==> src/hdl/hrl_pkg.sv <==
// Shared types, codes and helpers for the hex record loader.
`default_nettype none
package hrl_pkg;

   localparam int ADDR_WIDTH = 16;
   localparam logic [15:0] ADDR_MASK = 16'(((64'(1)) << ADDR_WIDTH) - 64'(1));

   localparam logic [7:0] CHAR_COLON = 8'h3A;
   localparam logic [7:0] CHAR_LF    = 8'h0A;
   localparam logic [7:0] CHAR_CR    = 8'h0D;
   localparam logic [7:0] CHAR_0     = 8'h30;
   localparam logic [7:0] CHAR_9     = 8'h39;
   localparam logic [7:0] CHAR_UA    = 8'h41;
   localparam logic [7:0] CHAR_UF    = 8'h46;
   localparam logic [7:0] CHAR_LA    = 8'h61;
   localparam logic [7:0] CHAR_LF_HEX = 8'h66;

   localparam logic [7:0] REC_DATA  = 8'h00;
   localparam logic [7:0] REC_EOF   = 8'h01;
   localparam logic [7:0] REC_START = 8'h03;
   localparam logic [7:0] START_REC_LEN = 8'h04;

   localparam logic [2:0] KIND_WRITE     = 3'd0;
   localparam logic [2:0] KIND_START     = 3'd1;
   localparam logic [2:0] KIND_END_OK    = 3'd2;
   localparam logic [2:0] KIND_BAD_CHAR  = 3'd3;
   localparam logic [2:0] KIND_BAD_LEN   = 3'd4;
   localparam logic [2:0] KIND_EARLY_END = 3'd5;

   typedef struct packed {
      logic [2:0]  kind;
      logic [15:0] target_address;
      logic [15:0] payload;
      logic        last_of_run;
   } result_type;

   // Results of one character: zero, one or two beats.
   typedef struct packed {
      logic [1:0] count;
      result_type first;
      result_type second;
   } step_out_type;

   // Bit 4 flags a character that is not a hex digit.
   function automatic logic [4:0] hex_decode(input logic [7:0] c);
      logic [4:0] r;
      r = 5'h10;
      if (c inside {[CHAR_0:CHAR_9]}) begin
         r = {1'b0, 4'(c - CHAR_0)};
      end else if (c inside {[CHAR_UA:CHAR_UF]}) begin
         r = {1'b0, 4'(c - CHAR_UA + 8'd10)};
      end else if (c inside {[CHAR_LA:CHAR_LF_HEX]}) begin
         r = {1'b0, 4'(c - CHAR_LA + 8'd10)};
      end
      return r;
   endfunction

   function automatic result_type make_result(input logic [2:0] kind,
                                              input logic [15:0] addr,
                                              input logic [15:0] data);
      result_type r;
      r.kind = kind;
      r.target_address = addr;
      r.payload = data;
      r.last_of_run = 1'b0;
      return r;
   endfunction

endpackage
`default_nettype wire

==> src/hdl/hrl_parser.sv <==
// Record parser: parse state registers and the per-character update logic.
`default_nettype none
module hrl_parser (
   input  wire logic                  clock,
   input  wire logic                  reset,
   input  wire logic                  fire,
   input  wire logic [7:0]            character,
   input  wire logic                  end_of_text,
   output hrl_pkg::step_out_type      step_out
);

   typedef enum logic [6:0] {
      PH_START = 7'b0000001,
      PH_COUNT = 7'b0000010,
      PH_ADDR  = 7'b0000100,
      PH_TYPE  = 7'b0001000,
      PH_DATA  = 7'b0010000,
      PH_WORD  = 7'b0100000,
      PH_CHECK = 7'b1000000
   } phase_type;

   phase_type   phase_ff, phase_in;
   logic [1:0]  digit_count_ff, digit_count_in;
   logic [15:0] field_value_ff, field_value_in;
   logic [7:0]  record_length_ff, record_length_in;
   logic [7:0]  bytes_left_ff, bytes_left_in;
   logic [15:0] load_address_ff, load_address_in;
   logic        words_taken_ff, words_taken_in;
   logic        finished_ff, finished_in;

   always_comb begin
      logic [4:0]  hex;
      logic [15:0] val;
      logic        done;
      logic [7:0]  left;
      hrl_pkg::result_type r0;
      hrl_pkg::result_type r1;
      logic [1:0]  n;

      phase_in         = phase_ff;
      digit_count_in   = digit_count_ff;
      field_value_in   = field_value_ff;
      record_length_in = record_length_ff;
      bytes_left_in    = bytes_left_ff;
      load_address_in  = load_address_ff;
      words_taken_in   = words_taken_ff;
      finished_in      = finished_ff;
      hex  = hrl_pkg::hex_decode(character);
      val  = {field_value_ff[11:0], hex[3:0]};
      left = bytes_left_ff - 8'd1;
      done = 1'b0;
      r0 = hrl_pkg::make_result(hrl_pkg::KIND_WRITE, 16'h0, 16'h0);
      r1 = r0;
      n  = 2'd0;

      if (!finished_ff) begin
         if (phase_ff == PH_START) begin
            if (character == hrl_pkg::CHAR_LF || character == hrl_pkg::CHAR_CR) begin
               phase_in = PH_START;
            end else if (character != hrl_pkg::CHAR_COLON) begin
               r0 = hrl_pkg::make_result(hrl_pkg::KIND_BAD_CHAR, 16'h0, 16'h0);
               n = 2'd1;
               finished_in = 1'b1;
            end else begin
               phase_in = PH_COUNT;
               digit_count_in = 2'd0;
               field_value_in = 16'h0;
            end
         end else if (hex[4]) begin
            r0 = hrl_pkg::make_result(hrl_pkg::KIND_BAD_CHAR, 16'h0, 16'h0);
            n = 2'd1;
            finished_in = 1'b1;
         end else begin
            field_value_in = val;
            if (phase_ff == PH_ADDR || phase_ff == PH_WORD) begin
               done = (digit_count_ff == 2'd3);
            end else begin
               done = (digit_count_ff != 2'd0);
            end
            if (!done) begin
               digit_count_in = digit_count_ff + 2'd1;
            end else begin
               digit_count_in = 2'd0;
               field_value_in = 16'h0;
               case (phase_ff)
                  PH_COUNT: begin
                     record_length_in = val[7:0];
                     bytes_left_in = val[7:0];
                     phase_in = PH_ADDR;
                  end
                  PH_ADDR: begin
                     load_address_in = val & hrl_pkg::ADDR_MASK;
                     phase_in = PH_TYPE;
                  end
                  PH_TYPE: begin
                     if (val[7:0] == hrl_pkg::REC_DATA) begin
                        phase_in = (bytes_left_ff == 8'd0) ? PH_CHECK : PH_DATA;
                     end else if (val[7:0] == hrl_pkg::REC_START) begin
                        if (record_length_ff != hrl_pkg::START_REC_LEN) begin
                           r0 = hrl_pkg::make_result(hrl_pkg::KIND_BAD_LEN, 16'h0, 16'h0);
                           n = 2'd1;
                           finished_in = 1'b1;
                        end else begin
                           words_taken_in = 1'b0;
                           phase_in = PH_WORD;
                        end
                     end else if (val[7:0] == hrl_pkg::REC_EOF) begin
                        r0 = hrl_pkg::make_result(hrl_pkg::KIND_END_OK, 16'h0, 16'h0);
                        n = 2'd1;
                        finished_in = 1'b1;
                     end else begin
                        phase_in = PH_CHECK;
                     end
                  end
                  PH_DATA: begin
                     r0 = hrl_pkg::make_result(hrl_pkg::KIND_WRITE, load_address_ff,
                                               {8'h00, val[7:0]});
                     n = 2'd1;
                     load_address_in = (load_address_ff + 16'd1) & hrl_pkg::ADDR_MASK;
                     bytes_left_in = left;
                     if (left == 8'd0) begin
                        phase_in = PH_CHECK;
                     end
                  end
                  PH_WORD: begin
                     if (!words_taken_ff) begin
                        words_taken_in = 1'b1;
                     end else begin
                        r0 = hrl_pkg::make_result(hrl_pkg::KIND_START, 16'h0, val);
                        n = 2'd1;
                        phase_in = PH_CHECK;
                     end
                  end
                  default: begin
                     phase_in = PH_START;
                  end
               endcase
            end
         end
      end

      // End of text closes the image; the state goes back to its reset value.
      if (end_of_text) begin
         if (!finished_in) begin
            if (n == 2'd0) begin
               r0 = hrl_pkg::make_result(hrl_pkg::KIND_EARLY_END, 16'h0, 16'h0);
            end else begin
               r1 = hrl_pkg::make_result(hrl_pkg::KIND_EARLY_END, 16'h0, 16'h0);
            end
            n = n + 2'd1;
         end
         phase_in         = PH_START;
         digit_count_in   = 2'd0;
         field_value_in   = 16'h0;
         record_length_in = 8'h0;
         bytes_left_in    = 8'h0;
         load_address_in  = 16'h0;
         words_taken_in   = 1'b0;
         finished_in      = 1'b0;
      end

      if (n == 2'd2) begin
         r1.last_of_run = 1'b1;
      end else begin
         r0.last_of_run = 1'b1;
      end
      step_out.count  = n;
      step_out.first  = r0;
      step_out.second = r1;
   end

   always_ff @(posedge clock) begin
      if (reset) begin
         phase_ff         <= PH_START;
         digit_count_ff   <= 2'd0;
         field_value_ff   <= 16'h0;
         record_length_ff <= 8'h0;
         bytes_left_ff    <= 8'h0;
         load_address_ff  <= 16'h0;
         words_taken_ff   <= 1'b0;
         finished_ff      <= 1'b0;
      end else if (fire) begin
         phase_ff         <= phase_in;
         digit_count_ff   <= digit_count_in;
         field_value_ff   <= field_value_in;
         record_length_ff <= record_length_in;
         bytes_left_ff    <= bytes_left_in;
         load_address_ff  <= load_address_in;
         words_taken_ff   <= words_taken_in;
         finished_ff      <= finished_in;
      end
   end

endmodule
`default_nettype wire

==> src/hdl/hrl_rsp_queue.sv <==
// Result queue: four entries, takes up to two beats per cycle, sends one per cycle while rsp_stall is low.
`default_nettype none
module hrl_rsp_queue (
   input  wire logic                  clock,
   input  wire logic                  reset,
   input  wire logic                  push,
   input  wire hrl_pkg::step_out_type step_out,
   output logic                       room,
   output logic                       rsp_valid,
   input  wire logic                  rsp_stall,
   output hrl_pkg::result_type        head
);

   hrl_pkg::result_type entries[4];
   logic [1:0] wr_ptr_ff, wr_ptr_in;
   logic [1:0] rd_ptr_ff, rd_ptr_in;
   logic [2:0] count_ff, count_in;
   logic [1:0] push_n;
   logic       pop;

   assign push_n    = push ? step_out.count : 2'd0;
   assign rsp_valid = (count_ff != 3'd0);
   assign pop       = rsp_valid && !rsp_stall;
   // Room for the worst case of two beats from one character.
   assign room      = (count_ff <= 3'd2);
   assign head      = entries[rd_ptr_ff];

   assign wr_ptr_in = wr_ptr_ff + push_n;
   assign rd_ptr_in = rd_ptr_ff + {1'b0, pop};
   assign count_in  = count_ff + {1'b0, push_n} - {2'b00, pop};

   always_ff @(posedge clock) begin
      if (push_n != 2'd0) begin
         entries[wr_ptr_ff] <= step_out.first;
      end
      if (push_n == 2'd2) begin
         entries[wr_ptr_ff + 2'd1] <= step_out.second;
      end
   end

   always_ff @(posedge clock) begin
      if (reset) begin
         wr_ptr_ff <= 2'd0;
         rd_ptr_ff <= 2'd0;
         count_ff  <= 3'd0;
      end else begin
         wr_ptr_ff <= wr_ptr_in;
         rd_ptr_ff <= rd_ptr_in;
         count_ff  <= count_in;
      end
   end

endmodule
`default_nettype wire

==> src/hdl/hex_record_loader.sv <==
// A character accepted into the input register is parsed when it fires, and its results
// are written into the result queue, which offers them. Throughput: one character per
// cycle while the queue has room; a character that yields two results sends them in turn,
// and the four-entry result queue absorbs the difference. The input register advances only
// while the queue has room for two beats. Reset (synchronous, active high) empties the
// queue and returns the parser to waiting for a record start.
`default_nettype none
module hex_record_loader (
   input  wire logic        clock,
   input  wire logic        reset,
   input  wire logic        req_valid,
   output logic             req_stall,
   input  wire logic [7:0]  req_character,
   input  wire logic        req_end_of_text,
   output logic             rsp_valid,
   input  wire logic        rsp_stall,
   output logic [2:0]       rsp_kind,
   output logic [15:0]      rsp_target_address,
   output logic [15:0]      rsp_payload,
   output logic             rsp_last_of_run
);

   logic       stage_valid_ff, stage_valid_in;
   logic [7:0] stage_char_ff, stage_char_in;
   logic       stage_eot_ff, stage_eot_in;
   logic       room;
   logic       fire;
   logic       accept;
   hrl_pkg::step_out_type step_out;
   hrl_pkg::result_type   head;

   assign fire      = stage_valid_ff && room;
   assign req_stall = stage_valid_ff && !room;
   assign accept    = req_valid && !req_stall;

   assign stage_valid_in = accept || (stage_valid_ff && !fire);
   assign stage_char_in  = accept ? req_character : stage_char_ff;
   assign stage_eot_in   = accept ? req_end_of_text : stage_eot_ff;

   always_ff @(posedge clock) begin
      if (reset) begin
         stage_valid_ff <= 1'b0;
      end else begin
         stage_valid_ff <= stage_valid_in;
      end
   end

   always_ff @(posedge clock) begin
      stage_char_ff <= stage_char_in;
      stage_eot_ff  <= stage_eot_in;
   end

   hrl_parser u_parser (
      .clock       (clock),
      .reset       (reset),
      .fire        (fire),
      .character   (stage_char_ff),
      .end_of_text (stage_eot_ff),
      .step_out    (step_out)
   );

   hrl_rsp_queue u_queue (
      .clock     (clock),
      .reset     (reset),
      .push      (fire),
      .step_out  (step_out),
      .room      (room),
      .rsp_valid (rsp_valid),
      .rsp_stall (rsp_stall),
      .head      (head)
   );

   assign rsp_kind           = head.kind;
   assign rsp_target_address = head.target_address;
   assign rsp_payload        = head.payload;
   assign rsp_last_of_run    = head.last_of_run;

endmodule
`default_nettype wire
==> config.mk <==
export PLATFORM = sky130hd
export DESIGN_NAME = hex_record_loader
export DESIGN_NICKNAME = d
export VERILOG_FILES = /design/src/hdl/hrl_pkg.sv /design/src/hdl/hrl_parser.sv /design/src/hdl/hrl_rsp_queue.sv /design/src/hdl/hex_record_loader.sv
export SDC_FILE = /design/constraint.sdc
export NUM_CORES = 1
export LEC_CHECK = 0
export BUFFER_PORTS_ARGS = -buffer_cell sky130_fd_sc_hd__buf_2
export CORE_MARGIN = 5
export CORE_UTILIZATION = 69
export CTS_BUF_LIST = sky130_fd_sc_hd__clkbuf_2 sky130_fd_sc_hd__clkbuf_4 sky130_fd_sc_hd__clkbuf_8
export DETAILED_ROUTE_END_ITERATION = 6
export GPL_ROUTABILITY_DRIVEN = 0
export GPL_TIMING_DRIVEN = 0
export PLACE_DENSITY = 0.93
export SYNTH_ARGS = -nofsm -noshare
export SYNTH_HDL_FRONTEND = slang
export SYNTH_SLANG_ARGS = --single-unit
==> constraint.sdc <==
create_clock -name clock -period 12.26 [get_ports clock]
set_input_delay 1.839 -clock clock [delete_from_list [all_inputs] [get_ports clock]]
set_output_delay 1.839 -clock clock [all_outputs]
set_load 0.005 [all_outputs]
==> results of run 1 <==
==> per-layer routing <==
metal | up-vias | share of wire | track usage
met2 | 787 | 0.47 | 0.558
met1 | 4604 | 0.37 | 0.410
met4 | 2 | 0.056 | 0.198
met3 | 186 | 0.11 | 0.0687
li1 | 4304 | - | -
met5 | - | 0.00045 | 0
==> power by group through the flow <==
stage	registers (mW)	clock network [mW]	logic (mW)
global route	0.753	0.694	0.285
detailed placement	0.765	0	0.257
global placement	0.765	0	0.251
finish	0.752	0.665	0.266
CTS	0.751	0.662	0.262
floorplan	0.761	0	0.194
==> flip-flops by register name, summed over array words and instances, names as in the netlist, 3 cells and up <==
register	count
u_queue.entries	144
u_parser.field_value_ff	12
u_parser.phase_ff	7
u_queue.count_ff	3
u_parser.record_length_ff	8
u_parser.load_address_ff	16
stage_char_ff	8
u_parser.bytes_left_ff	8
==> layout make-up <==
type | count | area, sq um
fillers | 936 | 3310
flip-flops and latches | 216 | 4530
multi-input cells | 798 | 5510
inverters | 22 | 82.6
well taps | 188 | 235
clock inverters | 8 | 52.6
clock buffers | 57 | 697
plain buffers | 85 | 428
repair buffers | 49 | 245
==> layout by cell type, fill, tap and decap left out, types with 14 or more instances in the layout <==
cell / netlist / final
sky130_fd_sc_hd__o21ai_0: 48 / 48
sky130_fd_sc_hd__dfxtp_1: 195 / 195
sky130_fd_sc_hd__mux4_2: 36 / 36
sky130_fd_sc_hd__and2_1: 14 / 14
sky130_fd_sc_hd__clkbuf_1: 54 / 54
sky130_fd_sc_hd__mux2i_1: 50 / 50
sky130_fd_sc_hd__o31ai_1: 69 / 69
sky130_fd_sc_hd__nor2_1: 99 / 99
sky130_fd_sc_hd__clkbuf_4: 0 / 14
sky130_fd_sc_hd__buf_2: 11 / 60
sky130_fd_sc_hd__nand3_1: 96 / 96
sky130_fd_sc_hd__edfxtp_1: 21 / 21
sky130_fd_sc_hd__nor3_1: 24 / 24
sky130_fd_sc_hd__inv_1: 22 / 22
sky130_fd_sc_hd__a21oi_1: 71 / 71
sky130_fd_sc_hd__clkbuf_8: 0 / 43
sky130_fd_sc_hd__nand2_1: 114 / 114
==> stage by stage <==
stage | instances | worst slack (ns)
after detailed placement | 1358 | 7.19
final | 1423 | 6.91
after CTS | 1423 | 7.10
after global routing | 1423 | 6.71
after floorplan | 1121 | 8.23
after global placement | 1358 | 7.27
==> critical path: stages (launching register included) <==
cell	delay, ns
sky130_fd_sc_hd__edfxtp_1	0.48
sky130_fd_sc_hd__or4b_1	0.60
sky130_fd_sc_hd__a31oi_2	0.23
sky130_fd_sc_hd__a22oi_2	0.21
sky130_fd_sc_hd__a2111oi_2	0.57
sky130_fd_sc_hd__o211a_2	0.37
sky130_fd_sc_hd__o21ai_0	0.18
sky130_fd_sc_hd__inv_1	0.10
sky130_fd_sc_hd__ha_1	0.20
sky130_fd_sc_hd__nand2_1	0.07
sky130_fd_sc_hd__nor2_1	0.56
sky130_fd_sc_hd__nand2_1	0.22
sky130_fd_sc_hd__nor3_1	0.73
sky130_fd_sc_hd__clkbuf_1	0.50
sky130_fd_sc_hd__o31ai_1	0.17
==> worst paths after layout <==
path,end,slack [ns]
max,u_queue.entries[1][31],6.91
min,u_queue.entries[3][7],0.46
max reg2reg,u_queue.entries[1][31],6.91
min reg2reg,u_queue.entries[3][7],0.46
==> kinds of logic (layout without fill, tap and decap cells) <==
family | count (synthesis) | in the layout
AND/OR/NAND/NOR | 425 | 425
XOR/XNOR | 14 | 14
flip-flops | 216 | 216
multiplexers | 87 | 87
buffers and inverters | 107 | 221
adder cells (fa/ha/maj) | 14 | 14
AO/OA/AOI/OAI | 258 | 258
==> insert_results.sql, run 1 <==
INSERT INTO impl_metrics (metric_group, metric, value, unit) VALUES
('outcome', 'result_of_the_run', 'finished, final reports clean', ''),
('power', 'power_report.internal_total', '1.20', 'mW'),
('grt', 'grt_first_pass_wirelength', '49000', 'microns'),
('clock_network', 'clock_insertion_delay_worst_skew', '0.56', 'ns'),
('setup_path', 'timing.critical_path.from', 'stage_char_ff[3]', ''),
('grt', 'grt_start_max_net_pins', '11', ''),
('drt', 'routed_via_density', '6.95', ''),
('synth', 'synth_simple_gate_area_frac', '0.200', ''),
('setup_path', 'critPathRequiredTime', '12.66', 'ns'),
('grt', 'grt_pass1_vias', '9700', ''),
('power', 'comb_power_share', '0.158', ''),
('synth', 'yosys-mux-area-fraction', '0.125', ''),
('synth', 'synth_compound_area_frac', '0.168', ''),
('drt', 'detail_route.first_pass.iterations', '6', ''),
('setup_path', 'setup.worst_path.start_class', 'flop', ''),
('power', 'p_seq_frac', '0.447', ''),
('sta', 'post-route-period-util', '0.436', ''),
('synth', 'synth.lib_cells_used.distinct', '83', ''),
('place', 'io_buffer_count', '49', ''),
('power', 'power.share.switching', '0.285', ''),
('setup_path', 'timing.critical_path.arrival', '5.74', 'ns'),
('synth', 'synth.avg_cell_area', '9.41', 'sq um'),
('final_layout', 'layout.nets', '1235', ''),
('drt', 'route.antenna.remaining_nets', '0', ''),
('worst_hold_path', 'worst_hold_path_type', 'flop to flop', ''),
('drt', 'route.detailed.wl_per_inst', '21.7', 'microns'),
('power', 'switching_power', '479', 'uW'),
('sta', 'clock_skew', '0.0452', 'ns'),
('sta', 'totalNegativeSetupSlack', '0', 'ns'),
('sta', 'slew_headroom', '0.268', ''),
('clock_network', 'tritoncts', 'done', ''),
('setup_path', 'critical_path_peak_fanout', '10', ''),
('place', 'placed_cell_areas', '0.0110', 'sq mm'),
('synth', 'largest_family_of_logic_cells_by_synthesized_area', 'simple AND/OR/NAND/NOR gates', ''),
('synth', 'synth_fa_ha_area_frac', '0.0173', ''),
('clock_network', 'holdBufCountCts', '0', ''),
('drt', 'route.vias.total', '9883', ''),
('synth', 'synth_largest_area_cell', 'sky130_fd_sc_hd__dfxtp_1', ''),
('clock_network', 'cts_max_path_buffers', '3', ''),
('synth', 'seq_area_frac_synth', '0.430', ''),
('power', 'total_power', '1.68', 'mW'),
('worst_hold_path', 'worst_hold_startpoint', 'u_queue.entries[3][7]', ''),
('drt', 'route.detailed.drc', '0', ''),
('grt', 'global_route.overflow_total', '0', ''),
('clock_network', 'ctsResizeCount', '0', ''),
('synth', 'synthXorXnorAreaFrac', '0.0116', ''),
('synth', 'post_synth_inst_count', '1121', ''),
('synth', 'synth_top_flop_cell', 'sky130_fd_sc_hd__dfxtp_1', ''),
('final_layout', 'finalCoreUtilization', '0.781', ''),
('power', 'leakage', '4.55', 'nW'),
('drt', 'detail_route.iter0.violations', '1378', ''),
('clock_network', 'htree_num_levels', '2', ''),
('final_layout', 'antennaDiodeCount', '0', ''),
('clock_network', 'cts_setup_buffers', '0', ''),
('grt', 'aggregate_global_route_resource_usage', '0.337', ''),
('synth', 'async_reset_ff_frac', '0', ''),
('clock_network', 'cts_root_buffer', 'sky130_fd_sc_hd__clkbuf_8', ''),
('setup_path', 'worst_setup_end_kind', 'flop', ''),
('synth', 'synth.area.top_cells', 'sky130_fd_sc_hd__dfxtp_1, sky130_fd_sc_hd__mux4_2, sky130_fd_sc_hd__edfxtp_1, sky130_fd_sc_hd__o31ai_1, sky130_fd_sc_hd__mux2i_1', ''),
('synth', 'syn_nets', '1148', ''),
('clock_network', 'clock-sinks', '216', ''),
('clock_network', 'tritoncts_buffers', '36', ''),
('place', 'place.detailed.hpwl', '20400', 'microns'),
('setup_path', 'crit_path_kind', 'flop to flop', ''),
('die', 'rows', '45', ''),
('sta', 'timing.final.max_slew_violations', '0', ''),
('sta', 'rsz0062_at_grt', 'no', ''),
('synth', 'netlist.area_leader.share', '0.370', ''),
('die', 'start_util', '0.699', ''),
('final_layout', 'fin_area', '0.0118', 'sq mm'),
('sta', 'hold_slack', '0.459', 'ns');
No activity file was read; power rests on OpenSTA's default activity.
==> inputs of run 2 (changes only) <==
CORE_UTILIZATION = 58   (was 69)
PLACE_DENSITY = 0.84   (was 0.93)
clock period = 4.3 ns   (was 12.26 ns; I/O delays follow)
==> insert_results.sql, run 2 (same netlist as run 1, synthesis figures left out) <==
INSERT INTO impl_metrics (metric_group, metric, value, unit) VALUES
('grt', 'antenna_found_initial', '0', ''),
('grt', 'grt_pass1_vias', '9192', ''),
('setup_path', 'crit_path_kind', 'flop to flop', ''),
('sta', 'report.final.setup_viol', '0', ''),
('place', 'io_buffer_count', '49', ''),
('setup_path', 'timing.critical_path.arrival', '4.56', 'ns'),
('clock_network', 'tritoncts', 'done', ''),
('outcome', 'result_of_the_run', 'finished, final reports clean', ''),
('drt', 'detail_route.first_pass.iterations', '6', ''),
('clock_network', 'cts_max_path_buffers', '3', ''),
('sta', 'hold_slack', '0.288', 'ns'),
('drt', 'route.vias.total', '9510', ''),
('clock_network', 'cts.reportedPaths.clkPinSlew', '0.06', 'ns'),
('sta', 'clock_skew', '0.0318', 'ns'),
('final_layout', 'fin_area', '0.0120', 'sq mm'),
('final_layout', 'registers.top_by_ff_count', 'u_queue.entries', ''),
('job', 'max_capacitance_violation_total', '0', ''),
('die', 'start_util', '0.588', ''),
('drt', 'route.detailed.drc', '0', ''),
('grt', 'grt_first_pass_wirelength', '46800', 'microns'),
('sta', 'transition_time_at_the_pin_with_the_least_slew_margin', '1.16', 'ns'),
('sta', 'post-route-period-util', '0.967', ''),
('clock_network', 'clock-sinks', '216', ''),
('clock_network', 'cts_root_buffer', 'sky130_fd_sc_hd__clkbuf_8', ''),
('die', 'fp.dieH', '145', 'microns'),
('drt', 'route.antenna.remaining_nets', '0', ''),
('power', 'cellPowerDensity', '390', 'mW/mm^2'),
('sta', 'finalWorstPathRequiredPeriod', '4.16', 'ns'),
('final_layout', 'layout.filler_cells', '1370', ''),
('drt', 'route.final.wire_length', '29500', 'microns'),
('setup_path', 'critPathRequiredTime', '4.70', 'ns'),
('die', 'fp.dieW', '145', 'microns'),
('final_layout', 'most-common-layout-cells', 'sky130_fd_sc_hd__dfxtp_1, sky130_fd_sc_hd__nand2_1, sky130_fd_sc_hd__nor2_1', ''),
('sta', 'finalHoldViolations', '0', ''),
('die', 'design.portCount', '51', ''),
('sta', 'slew_headroom', '0.222', ''),
('clock_network', 'tritoncts_buffers', '36', ''),
('final_layout', 'flip_flop_count_of_the_largest_register_after_layout', '144', ''),
('final_layout', 'layout_top_registers', 'u_queue.entries: 144 flops, u_parser.load_address_ff: 16 flops, u_parser.field_value_ff: 12 flops', ''),
('grt', 'grt_start_max_net_pins', '11', ''),
('die', 'std_cell_core_area', '0.0180', 'sq mm'),
('setup_path', 'critical_path_peak_fanout', '6', ''),
('die', 'rows', '49', ''),
('final_layout', 'antennaDiodeCount', '0', ''),
('sta', 'max_clock_freq', '240', 'MHz'),
('place', 'place.detailed.hpwl', '20700', 'microns'),
('final_layout', 'finalCoreUtilization', '0.667', ''),
('sta', 'timing.final.max_slew_violations', '0', ''),
('worst_hold_path', 'worst_hold_path_type', 'input port to flop', ''),
('drt', 'routed_via_density', '6.46', ''),
('grt', 'global_route.overflow_total', '0', ''),
('final_layout', 'mostFrequentLayoutCell', 'sky130_fd_sc_hd__dfxtp_1', ''),
('setup_path', 'worst_setup_end_kind', 'flop', ''),
('drt', 'route.detailed.wl_per_inst', '20.1', 'microns'),
('clock_network', 'htree_num_levels', '2', ''),
('setup_path', 'setup.worst_path.start_class', 'flop', ''),
('power', 'leakage', '4.63', 'nW'),
('clock_network', 'clock_insertion_delay_worst_skew', '0.54', 'ns'),
('die', 'die-area', '0.0210', 'sq mm'),
('final_layout', 'area_overhead_vs_synth', '13.6', '%'),
('final_layout', 'share_of_final_layout_standard_cells_stronger_than_drive_strength_1', '0.195', ''),
('sta', 'postLayoutSetupSlackWorst', '0.140', 'ns'),
('place', 'dp_worst_setup_slack', '-0.853', 'ns'),
('grt', 'aggregate_global_route_resource_usage', '0.278', ''),
('final_layout', 'layout.nets', '1249', ''),
('power', 'max-vdd-ir-drop', '0.000414', 'V'),
('drt', 'detail_route.iter0.violations', '1103', ''),
('place', 'placed_cell_areas', '0.0111', 'sq mm');
-- run 2: layout make-up --
class	count	area, sq um	area share
inverter	22	82.6	0.00689
clock inverter	4	25.0	0.00209
buffer	85	450	0.0376
tap	229	287	0.0239
sequential	216	4530	0.378
timing repair buffer	63	350	0.0292
multi-input combinational	798	5610	0.468
clock buffer	54	649	0.0542
-- run 2: layer usage --
metal,track usage,vias to the layer above,part of all wire
met3,0.0565,126,0.094
met4,0.112,0,0.039
met2,0.463,541,0.48
met5,0,-,0
met1,0.356,4507,0.39
li1,-,4336,-
-- run 2: where the power goes --
group          total, mW  internal (mW)  switching (mW)  leakage (nW)
logic              0.776          0.310           0.466          2.50
registers           2.14           2.10          0.0431          1.77
clock network       1.76          0.958           0.799         0.360
total               4.67           3.36            1.31          4.63
-- run 2: critical path, cell delays in order, from the launching register on --
cell and delay (ns):
sky130_fd_sc_hd__edfxtp_1 0.45, sky130_fd_sc_hd__inv_1 0.11, sky130_fd_sc_hd__ha_1 0.24, sky130_fd_sc_hd__nand2_1 0.08, sky130_fd_sc_hd__o2111ai_1 0.17, sky130_fd_sc_hd__a21o_1 0.29
sky130_fd_sc_hd__a2111oi_4 0.44, sky130_fd_sc_hd__a31oi_2 0.17, sky130_fd_sc_hd__nor2_1 0.12, sky130_fd_sc_hd__nor2_1 0.07, sky130_fd_sc_hd__ha_1 0.37, sky130_fd_sc_hd__and3_1 0.17
sky130_fd_sc_hd__a31o_2 0.23, sky130_fd_sc_hd__a31oi_2 0.20, sky130_fd_sc_hd__inv_1 0.11, sky130_fd_sc_hd__ha_1 0.21, sky130_fd_sc_hd__fa_1 0.39, sky130_fd_sc_hd__xor2_1 0.16
sky130_fd_sc_hd__nor2_1 0.05
-- run 2: metrics by stage --
step                      instances  setup TNS (ns)  total power [mW]
after floorplan                1121               0              2.72
after global placement         1399          -72.08              2.90
after detailed placement       1399          -84.07              2.92
after CTS                      1460               0              4.65
after global routing           1471          -0.244              4.84
final                          1471               0              4.67
-- run 2: final timing paths --
path	from	to	slack, ns	depth (start not counted)
worst max-delay path	stage_char_ff[0]	u_queue.count_ff[2]	0.14	18
worst min-delay path	req_character[0]	stage_char_ff[0]	0.29	1
worst max register to register	stage_char_ff[0]	u_queue.count_ff[2]	0.14	18
worst min register to register	u_parser.record_length_ff[1]	u_parser.record_length_ff[1]	0.45	2
-- run 2: repair_timing --
action | 4_1_cts | 5_1_grt
hold buffers | 0 | 0
resized for setup | 17 | 25
cloned | 0 | 0
endpoints found under the setup margin | 155 | 155
buffers inserted | 3 | 11
endpoints found under the hold margin | 0 | 0
pin swaps | 1 | 7
==> inputs of run 3 (changes only) <==
==> constraint.sdc (replaced) <==
create_clock -name clock -period 4.3 [get_ports clock]
set_input_delay 0.215 -clock clock [delete_from_list [all_inputs] [get_ports clock]]
set_output_delay 0.215 -clock clock [all_outputs]
set_load 0.005 [all_outputs]
==> insert_results.sql, run 3 (same netlist as run 1, synthesis figures left out) <==
INSERT INTO impl_metrics (metric_group, metric, value, unit) VALUES
('outcome', 'result_of_the_run', 'finished, final reports clean', ''),
('grt', 'grt_start_max_net_pins', '11', ''),
('die', 'design.portCount', '51', ''),
('sta', 'transition_time_at_the_pin_with_the_least_slew_margin', '1.12', 'ns'),
('grt', 'grt_pass1_vias', '9229', ''),
('die', 'die-area', '0.0210', 'sq mm'),
('clock_network', 'clock_insertion_delay_worst_skew', '0.53', 'ns'),
('power', 'total_power', '4.68', 'mW'),
('final_layout', 'share_of_final_layout_standard_cells_stronger_than_drive_strength_1', '0.193', ''),
('setup_path', 'crit_path_kind', 'flop to flop', ''),
('clock_network', 'cts_max_path_buffers', '3', ''),
('final_layout', 'most-common-layout-cells', 'sky130_fd_sc_hd__dfxtp_1, sky130_fd_sc_hd__nand2_1, sky130_fd_sc_hd__nor2_1', ''),
('drt', 'route.antenna.remaining_nets', '0', ''),
('grt', 'top_usage_layer', 'met2', ''),
('clock_network', 'tritoncts', 'done', ''),
('setup_path', 'critPathRequiredTime', '4.70', 'ns'),
('setup_path', 'rr_startpoint', 'stage_char_ff[0]', ''),
('setup_path', 'regToRegSetupSlack', '0.13', 'ns'),
('clock_network', 'cts_root_buffer', 'sky130_fd_sc_hd__clkbuf_8', ''),
('setup_path', 'critical_path_peak_fanout', '6', ''),
('final_layout', 'layout.nets', '1259', ''),
('job', 'max_capacitance_violation_total', '0', ''),
('sta', 'finalWorstPathRequiredPeriod', '4.17', 'ns'),
('sta', 'timing.final.max_slew_violations', '0', ''),
('final_layout', 'antennaDiodeCount', '0', ''),
('final_layout', 'layout.filler_cells', '1353', ''),
('power', 'max-vdd-ir-drop', '0.000416', 'V'),
('grt', 'use_met3', '0.0565', ''),
('final_layout', 'finalCoreUtilization', '0.673', ''),
('worst_hold_path', 'hold_path_end', 'u_queue.rd_ptr_ff[0]', ''),
('place', 'io_buffer_count', '49', ''),
('grt', 'global_route.usage.met1', '0.356', ''),
('die', 'start_util', '0.588', ''),
('die', 'std_cell_core_area', '0.0180', 'sq mm'),
('grt', 'aggregate_global_route_resource_usage', '0.279', ''),
('place', 'dp.cells', '1399', ''),
('grt', 'grt_first_pass_wirelength', '46900', 'microns'),
('grt', 'global_route.overflow_total', '0', ''),
('clock_network', 'clock-sinks', '216', ''),
('setup_path', 'timing.critical_path.arrival', '4.57', 'ns'),
('die', 'fp.dieH', '145', 'microns'),
('sta', 'post-route-period-util', '0.970', ''),
('drt', 'route.detailed.wl_per_inst', '20.0', 'microns'),
('final_layout', 'area_overhead_vs_synth', '14.5', '%'),
('drt', 'route.vias.total', '9596', ''),
('final_layout', 'stdcell_count', '1481', ''),
('die', 'rows', '49', ''),
('drt', 'detail_route.first_pass.iterations', '7', ''),
('setup_path', 'setup.worst_path.start_class', 'flop', ''),
('final_layout', 'mostFrequentLayoutCell', 'sky130_fd_sc_hd__dfxtp_1', ''),
('grt', 'antenna_found_initial', '0', ''),
('drt', 'route.final.wire_length', '29700', 'microns'),
('setup_path', 'worst_setup_end_kind', 'flop', ''),
('clock_network', 'htree_num_levels', '2', ''),
('clock_network', 'tritoncts_buffers', '36', ''),
('setup_path', 'ff_to_ff_path_depth', '18', ''),
('drt', 'routed_via_density', '6.48', ''),
('sta', 'slew_headroom', '0.246', ''),
('final_layout', 'registers.top_by_ff_count', 'u_queue.entries', ''),
('sta', 'max_clock_freq', '240', 'MHz'),
('clock_network', 'cts.reportedPaths.clkPinSlew', '0.07', 'ns'),
('sta', 'finalHoldViolations', '0', ''),
('drt', 'route.detailed.drc', '0', ''),
('worst_hold_path', 'worstHoldPathCells', '4', ''),
('sta', 'report.final.setup_viol', '0', ''),
('grt', 'global_route.usage.met2', '0.465', ''),
('sta', 'clock_skew', '0.0272', 'ns'),
('setup_path', 'rr_endpoint', 'u_queue.count_ff[2]', ''),
('final_layout', 'layout_top_registers', 'u_queue.entries: 144 flops, u_parser.load_address_ff: 16 flops, u_parser.field_value_ff: 12 flops', ''),
('final_layout', 'flip_flop_count_of_the_largest_register_after_layout', '144', ''),
('drt', 'detail_route.iter0.violations', '1092', ''),
('power', 'leakage', '4.67', 'nW'),
('place', 'place.detailed.hpwl', '20700', 'microns'),
('worst_hold_path', 'worst_hold_startpoint', 'rsp_stall', ''),
('die', 'fp.dieW', '145', 'microns'),
('power', 'cellPowerDensity', '387', 'mW/mm^2'),
('worst_hold_path', 'worst_hold_path_type', 'input port to flop', '');
-- run 3: what timing repair did --
| action | CTS | global route |
|---|---|---|
| buffers inserted | 3 | 11 |
| pin swaps | 1 | 7 |
| endpoints found under the hold margin | 10 | 0 |
| endpoints found under the setup margin | 155 | 155 |
| resized for setup | 17 | 25 |
| hold buffers | 10 | 0 |
-- run 3: cell type report --
type | count | area (sq um) | area share
clock inverter | 4 | 25.0 | 0.00207
timing repair buffer | 73 | 450 | 0.0373
tap | 229 | 287 | 0.0237
clock buffer | 54 | 649 | 0.0537
multi-input combinational | 798 | 5610 | 0.464
inverter | 22 | 82.6 | 0.00683
sequential | 216 | 4530 | 0.375
buffer | 85 | 450 | 0.0373
-- run 3: layer usage --
layer	vias to the layer above	routed length, microns
li1	4362	-
met1	4570	11600
met2	554	14300
met3	110	2660
met4	0	1110
met5	-	0
-- run 3: worst max path at each step --
stage / slack (ns) / depth (start not counted) / start / end
2_1_floorplan: 0.27 / 16 / stage_char_ff[3] / u_queue.count_ff[2]
6_report: 0.13 / 18 / stage_char_ff[0] / u_queue.count_ff[2]
3_5_place_dp: -0.85 / 14 / stage_char_ff[3] / u_queue.entries[1][31]
3_3_place_gp: -0.77 / 14 / stage_char_ff[3] / u_queue.entries[1][31]
5_1_grt: -0.07 / 17 / stage_char_ff[3] / u_queue.count_ff[2]
4_1_cts: 0.02 / 16 / stage_char_ff[3] / u_queue.count_ff[2]
-- run 3: stage by stage --
step                setup WS [ns]  cell area [sq um]  TNS (ns)  hold WS (ns)
global route              -0.0673              12100    -0.476         0.240
finish                      0.130              12100         0         0.225
floorplan                   0.274              10600         0         0.314
global placement           -0.767              11100    -72.08         0.392
CTS                        0.0233              11900         0         0.206
detailed placement         -0.853              11100    -84.07         0.394
-- run 3: report_power, final --
group,internal (mW),switching (mW)
Combinational,0.316,0.471
Sequential,2.10,0.0430
Clock,0.958,0.796
Total,3.37,1.31
-- run 3: critical path, cell delays in order (launching register included) --
cell and delay [ns]:
sky130_fd_sc_hd__edfxtp_1 0.46, sky130_fd_sc_hd__inv_1 0.11, sky130_fd_sc_hd__ha_1 0.24, sky130_fd_sc_hd__nand2_1 0.10
sky130_fd_sc_hd__o2111ai_1 0.16, sky130_fd_sc_hd__a21o_1 0.28, sky130_fd_sc_hd__a2111oi_4 0.44, sky130_fd_sc_hd__a31oi_2 0.17
sky130_fd_sc_hd__nor2_1 0.12, sky130_fd_sc_hd__nor2_1 0.07, sky130_fd_sc_hd__ha_1 0.37, sky130_fd_sc_hd__and3_1 0.17
sky130_fd_sc_hd__a31o_2 0.22, sky130_fd_sc_hd__a31oi_2 0.20, sky130_fd_sc_hd__inv_1 0.11, sky130_fd_sc_hd__ha_1 0.21
sky130_fd_sc_hd__fa_1 0.39, sky130_fd_sc_hd__xor2_1 0.17, sky130_fd_sc_hd__nor2_1 0.05
